<file path="config.mk">
export PLATFORM = sky130hd
export DESIGN_NAME = cbb_scale
export DESIGN_NICKNAME = d
export VERILOG_FILES = /design/src/design/cbb_pkg.sv /design/src/design/cbb_scale.sv
export SDC_FILE = /design/constraint.sdc
export NUM_CORES = 2
export LEC_CHECK = 0
export BUFFER_PORTS_ARGS = -buffer_cell sky130_fd_sc_hd__buf_2
export CORE_MARGIN = 8
export CORE_UTILIZATION = 60
export DETAILED_ROUTE_END_ITERATION = 6
export MAX_ROUTING_LAYER = met4
export PLACE_DENSITY = 0.76
export RECOVER_POWER = 25
export SLEW_MARGIN = 20
export SYNTH_ARGS = -nofsm -noshare
export SYNTH_HDL_FRONTEND = slang
export SYNTH_SLANG_ARGS = --single-unit
export TNS_END_PERCENT = 10
</file>
<file path="constraint.sdc">
create_clock -name clk -period 9.85 [get_ports clk]
set_input_delay 0.985 -clock clk [delete_from_list [all_inputs] [get_ports clk]]
set_output_delay 0.985 -clock clk [all_outputs]
set_load 0.02 [all_outputs]
</file>
<file path="src/design/cbb_pkg.sv">
// ----------------------------------------------------------------------------
// cbb_pkg
// Shared widths, reset values and defaults for the camera basis builder.
// ----------------------------------------------------------------------------
package cbb_pkg;

  localparam int CBB_FRAC_BITS = 16;     // default fraction bits
  localparam int CBB_IN_W      = 32;     // position / target field width
  localparam int CBB_FWD_W     = 18;     // forward field width
  localparam int CBB_BASIS_W   = 20;     // right / up field width
  localparam int CBB_SCALE_W   = 19;     // basis_scale register width
  localparam int CBB_R_W       = 21;     // internal scaled component, signed
  localparam int CBB_NORM_W    = 31;     // normalized magnitude width
  localparam int CBB_ROOT_W    = 32;     // square root result width

  localparam logic [CBB_SCALE_W-1:0] CBB_SCALE_RESET = 19'd98304;

endpackage

</file>
<file path="src/design/cbb_scale.sv">
// ----------------------------------------------------------------------------
// cbb_scale
// Two-stage scaling of a unit vector by basis_scale, rounding half away
// from zero.
// ----------------------------------------------------------------------------
module cbb_scale import cbb_pkg::*; #(
  parameter int FRAC_BITS = CBB_FRAC_BITS,
  parameter int SIDE_W    = 1
) (
  input  logic                        clk,
  input  logic                        rst_n,
  input  logic                        en,
  input  logic                        in_valid,
  input  logic signed [FRAC_BITS+1:0] in_n [3],
  input  logic [CBB_SCALE_W-1:0]      scale,
  input  logic [SIDE_W-1:0]           in_side,
  output logic                        out_valid,
  output logic signed [CBB_R_W-1:0]   out_r [3],
  output logic [SIDE_W-1:0]           out_side
);

  localparam int N_W = FRAC_BITS + 2;
  localparam int M_W = FRAC_BITS + 1;
  localparam int P_W = M_W + CBB_SCALE_W;

  logic              p_valid_r;
  logic [P_W-1:0]    p_prod_r [3];
  logic [2:0]        p_neg_r;
  logic [SIDE_W-1:0] p_side_r;
  logic [P_W-1:0]    p_prod_nxt [3];

  always_comb begin
    logic [N_W-1:0] mag;
    for (int i = 0; i < 3; i++) begin
      mag = $unsigned(in_n[i]);
      if (in_n[i][N_W-1]) mag = ~mag + 1'b1;
      p_prod_nxt[i] = P_W'(mag[M_W-1:0]) * P_W'(scale);
    end
  end

  always_ff @(posedge clk) begin
    if (!rst_n) begin
      p_valid_r <= 1'b0;
    end else if (en) begin
      p_valid_r <= in_valid;
    end
  end

  always_ff @(posedge clk) begin
    if (en) begin
      p_prod_r <= p_prod_nxt;
      p_side_r <= in_side;
      for (int i = 0; i < 3; i++) p_neg_r[i] <= in_n[i][N_W-1];
    end
  end

  logic                      r_valid_r;
  logic signed [CBB_R_W-1:0] r_r [3];
  logic [SIDE_W-1:0]         r_side_r;
  logic signed [CBB_R_W-1:0] r_nxt [3];

  always_comb begin
    logic [P_W:0]              rnd;
    logic signed [CBB_R_W-1:0] qs;
    for (int i = 0; i < 3; i++) begin
      rnd      = (P_W+1)'(p_prod_r[i]) + ((P_W+1)'(1) << (FRAC_BITS - 1));
      qs       = $signed(CBB_R_W'(rnd >> FRAC_BITS));
      r_nxt[i] = p_neg_r[i] ? -qs : qs;
    end
  end

  always_ff @(posedge clk) begin
    if (!rst_n) begin
      r_valid_r <= 1'b0;
    end else if (en) begin
      r_valid_r <= p_valid_r;
    end
  end

  always_ff @(posedge clk) begin
    if (en) begin
      r_r      <= r_nxt;
      r_side_r <= p_side_r;
    end
  end

  assign out_valid = r_valid_r;
  assign out_r     = r_r;
  assign out_side  = r_side_r;

endmodule

</file>
## Word-level counts from Yosys, hierarchy flattened

Cells that the tools add are included.

- Input bits: 78
- Output and inout bits: 65
- Bits in registers: 178

- Bitwise operators: 3
- $add $sub $neg: 9
- Multipliers: 3
- Muxes and demuxes: 6

Operators by type and width:

| cell | count |
|---|---|
| 36-bit by 16-bit adder with 37-bit output, second input constant | 3 |
| 17-bit by 19-bit multiplier with 36-bit output | 3 |
| 21-bit two-way mux | 3 |
| 21-bit negation | 3 |
| 17-bit by 1-bit adder with 17-bit output, second input constant | 3 |
| 17-bit two-way mux | 3 |
| 17-bit inverter | 3 |

## Depth between registers and ports, before layout

- Depth after elaboration: 4
- Gate-level depth with buffers: 31
- Gate-level depth less buffers: 29

## Worst setup path before layout

Ideal clock, no wire load.

- Path type: input to register
- Start: input port in_n[18] in the netlist's numbering
- End: register p_prod_r[70] in the netlist's numbering, data pin
- Arrival: 7.959 ns
- Data required time: 9.591 ns
- Stages: 29
- Slack: 1.632 ns
- Cell sequence: clkbuf_1 > buf_1 > inv_1 > ha_1 > nand2b_1 > nand2b_1 > o31ai_1 > xnor2_1 > clkbuf_1 > nand2_1 > fa_1 > inv_1 > fa_1 > fa_1 > fa_1 > fa_1 > inv_1 > fa_1 > inv_1 > ha_1 > and4_1 > nand2_1 > or3_1 > o21ai_0 > a311oi_1 > nor3b_1 > o21ai_1 > o21ai_0 > xnor2_1

RTL lines:

| what | RTL line | RTL |
|---|---|---|
| start, declared | cbb_scale.sv:14 | `input logic signed [FRAC_BITS+1:0] in_n [3],` |
| end signal, assigned | cbb_scale.sv:51 | `p_prod_r <= p_prod_nxt;` |
| end, declared | cbb_scale.sv:27 | `logic [P_W-1:0] p_prod_r [3];` |

==> metrics.md <==
| Metric | Value |
|---|---|
| Status | `complete, but fails checks` |
| Failing checks | `capacitance limit, slew limit` |
| DIE WIDTH | `269 µm` |
| Initial core utilization | `between 60% and 70%` |
| Total gr overflow | `0` |
| R2r worst-path depth | `9` |
| Clock-pin transition on the worst setup and hold timing paths | `80 ps` |
| Detailed Route Iter0 Violations | `1913` |
| Core Box Area | `63100 µm²` |
| Post-route DRC | `0` |
| Slew Limit Fails | `76` |
| Largest net degree at the start of global routing | `76` |
| Nets | `5471` |
| Vias in the first global route | `29700` |
| Resized Gates After CTS | `0` |
| Fin cells | `5168` |
| Routed WL | `91500 µm` |
| Crit path buffers/inverters | `5` |
| Die H | `269 µm` |
| Largest family of logic cells by synthesized area | `adder cells` |
| IO Count | `between 100 and 150` |
| Cell depth of the worst setup path | `27` |
| Critical Path End | `p_prod_r[34]` |
| Most frequent cell after synthesis | `inv_1` |
| Arrival @ worst endpoint | `8860 ps` |
| Root Buffer Master | `clkbuf_16` |
| EDFF count, synth | `131` |
| Post-synthesis simple-gate area fraction | `~17%` |
| Setup Fix Bufs, Post-CTS | `0` |
| Syn_area_per_cell | `8.99 µm²` |
| Final Hold Fails | `0` |
| Max Cap Viol | `1` |
| Post-route cell area | `40500 µm²` |
| Vias per cell | `5.54` |
| Post-Syn Nets | `about 5400` |
| Xor/xnor cell area share of the yosys netlist | `about 5.3%` |
| GRT Resource Usage Total | `27.3%` |
| Slew @ Worst Pin | `4480 ps` |
| Clock Sinks | `133` |
| Synth Flop Type | `edfxtp_1` |
| Reg2Reg Capture Point | `out_r[40]` |
| Worst hold path type | `reg2reg` |
| Clock buffer depth | `2` |
| Count of buffers from port buffering | `142` |
| First-pass DRT Iterations | `6` |
| Synth area leader | `fa_1` |
| CTS Hold Bufs | `0` |
| Placement Cell Area | `about 40000 µm²` |
| Synthesized area | `38300 µm²` |
| # rows | `92` |
| Final period util | `86.6%` |
| Layout cells sized above 1 | `6.42%` |
| Placed cell count | `about 5100` |
| RSZ-0062 raised after global routing | `false` |
| FFs w/ async S/R, synth | `0%` |
| Synth cell types | `80` |
| Synth Instances | `4259` |
| Clk_skew | `17.2 ps` |
| Cell mode on critical path | `fa_1` |
| Setup crit start kind | `primary input` |
| CP startpoint | `in_n[3]` |
| Seq/Total Area, Yosys | `about 10%` |
| Max_slew headroom | `-199%` |
| Complex-gate fraction of the synthesized area | `4.97%` |
| Maximum clock frequency | `0.117 GHz` |
| CP Capture Type | `flop` |
| Clock Latency Late Sink | `500 ps` |
| Post-route ant nets | `0` |
| Gp weighted congestion | `about 0.9` |
| CP Data Required Time | `10180 ps` |
| Yosys top cell area share | `39.5%` |
| Setup violations, final | `0` |
| H-tree Lvls | `4` |
| Reg2Reg Setup Slack | `6490 ps` |
| Most common library cells after synthesis | `inv_1, fa_1, nand2_1` |
| Worst path top cell family by delay | `adder cells` |
| Area contributors post-synth | `fa_1, ha_1, edfxtp_1` |
| WS Path Type | `in2reg` |
| Number of antenna violations at the first check in global routing | `4` |
| Area Growth Syn to Fin | `5.71%` |
| Post-Synth Adder-Cell Area | `50.4%` |
| Setup TNS | `0 ps` |
| CP max stage cell | `xor2_1` |
| HPWL after detailed placement | `71300 µm` |
| CTS Buf Count | `17` |
| Max Fanout on Critical Path | `12` |
| First-pass GRT wire length | `~150000 µm` |
| R2R Path Start | `p_prod_r[53]` |
| Mux contribution to synthesized area | `less than 1%` |
| Slowest stage delay, CP | `620 ps` |
| WL/cell | `17.7 µm` |
| Yosys reg bits | `around 130` |
| Full die area | `72100 µm²` |
| Synth warnings | `0` |
| Vias | `between 20000 and 30000` |
| Tmin final | `~8500 ps` |
| CTS tree | `yes` |
area by class of cell:
cell class	count	area [µm²]
antenna	5	12.5
clock buffer	17	425
sequential	133	3970
fill	5258	22600
clock inverter	15	158
multi-input combinational	2983	30000
inverter	953	3580
timing repair buffer	216	1260
tap	846	1060
logic make-up after synthesis:
logic type               Yosys count
AO/OA/AOI/OAI                    290
XOR/XNOR                         231
adder cells (fa/ha/maj)         1089
buffers and inverters           1143
flip-flops                       133
multiplexers                      11
AND/OR/NAND/NOR                 1362
metal layers:
layer / vias to the layer above / global-route usage [%] / wire length (µm)
li1: 12900 / - / -
met2: 964 / 43.8 / 44100
met1: 14500 / 34.9 / 37600
met3: 214 / 4.19 / 6370
met5: - / - / 0
met4: 0 / 10.4 / 3400
how the worst min path moves through the flow:
stage | startpoint | end | slack (ps) | cells past startpoint
floorplan | p_side_r | out_side | 400 | 0
global placement | p_side_r | out_side | 420 | 0
detailed placement | p_side_r | out_side | 420 | 0
CTS | p_side_r | out_side | 440 | 0
global route | p_side_r | out_side | 450 | 0
finish | p_side_r | out_side | 440 | 0
cell usage in the layout, fill, tap and decap left out, types with 16 or more instances in the layout:
cell type    n
nand2b_1    24
nand2_1    692
o31ai_1     16
and2_1     375
fa_1       756
nand3_1     37
ha_1       333
clkbuf_16   17
nor2_1      70
a31oi_1     16
nor2b_1     18
edfxtp_1   131
xor2_1      67
nor3_1      37
xnor2_1    162
inv_1      952
nand4_1     20
buf_2      138
a21oi_1     75
buf_4       74
o21ai_0     55
a21o_1      30
and3_1      23
flip-flops by register name, summed over array words and instances, names as in the netlist:
signal,flops
out_r,63
out_valid,1
p_side_r,1
p_prod_r,63
out_side,1
p_neg_r,3
p_valid_r,1
metrics by stage:
stage	setup slack (ps)	util, %	hold WS [ps]
after floorplan	1630	-	400
after global placement	1100	63.2	416
after detailed placement	899	63.2	416
after CTS	1400	64.1	444
after global routing	908	64.1	451
final	1320	64.1	441
Power is left out: the tool's default activity adds up to more than one toggle a clock period on the data nets, which glitch-free logic cannot reach.
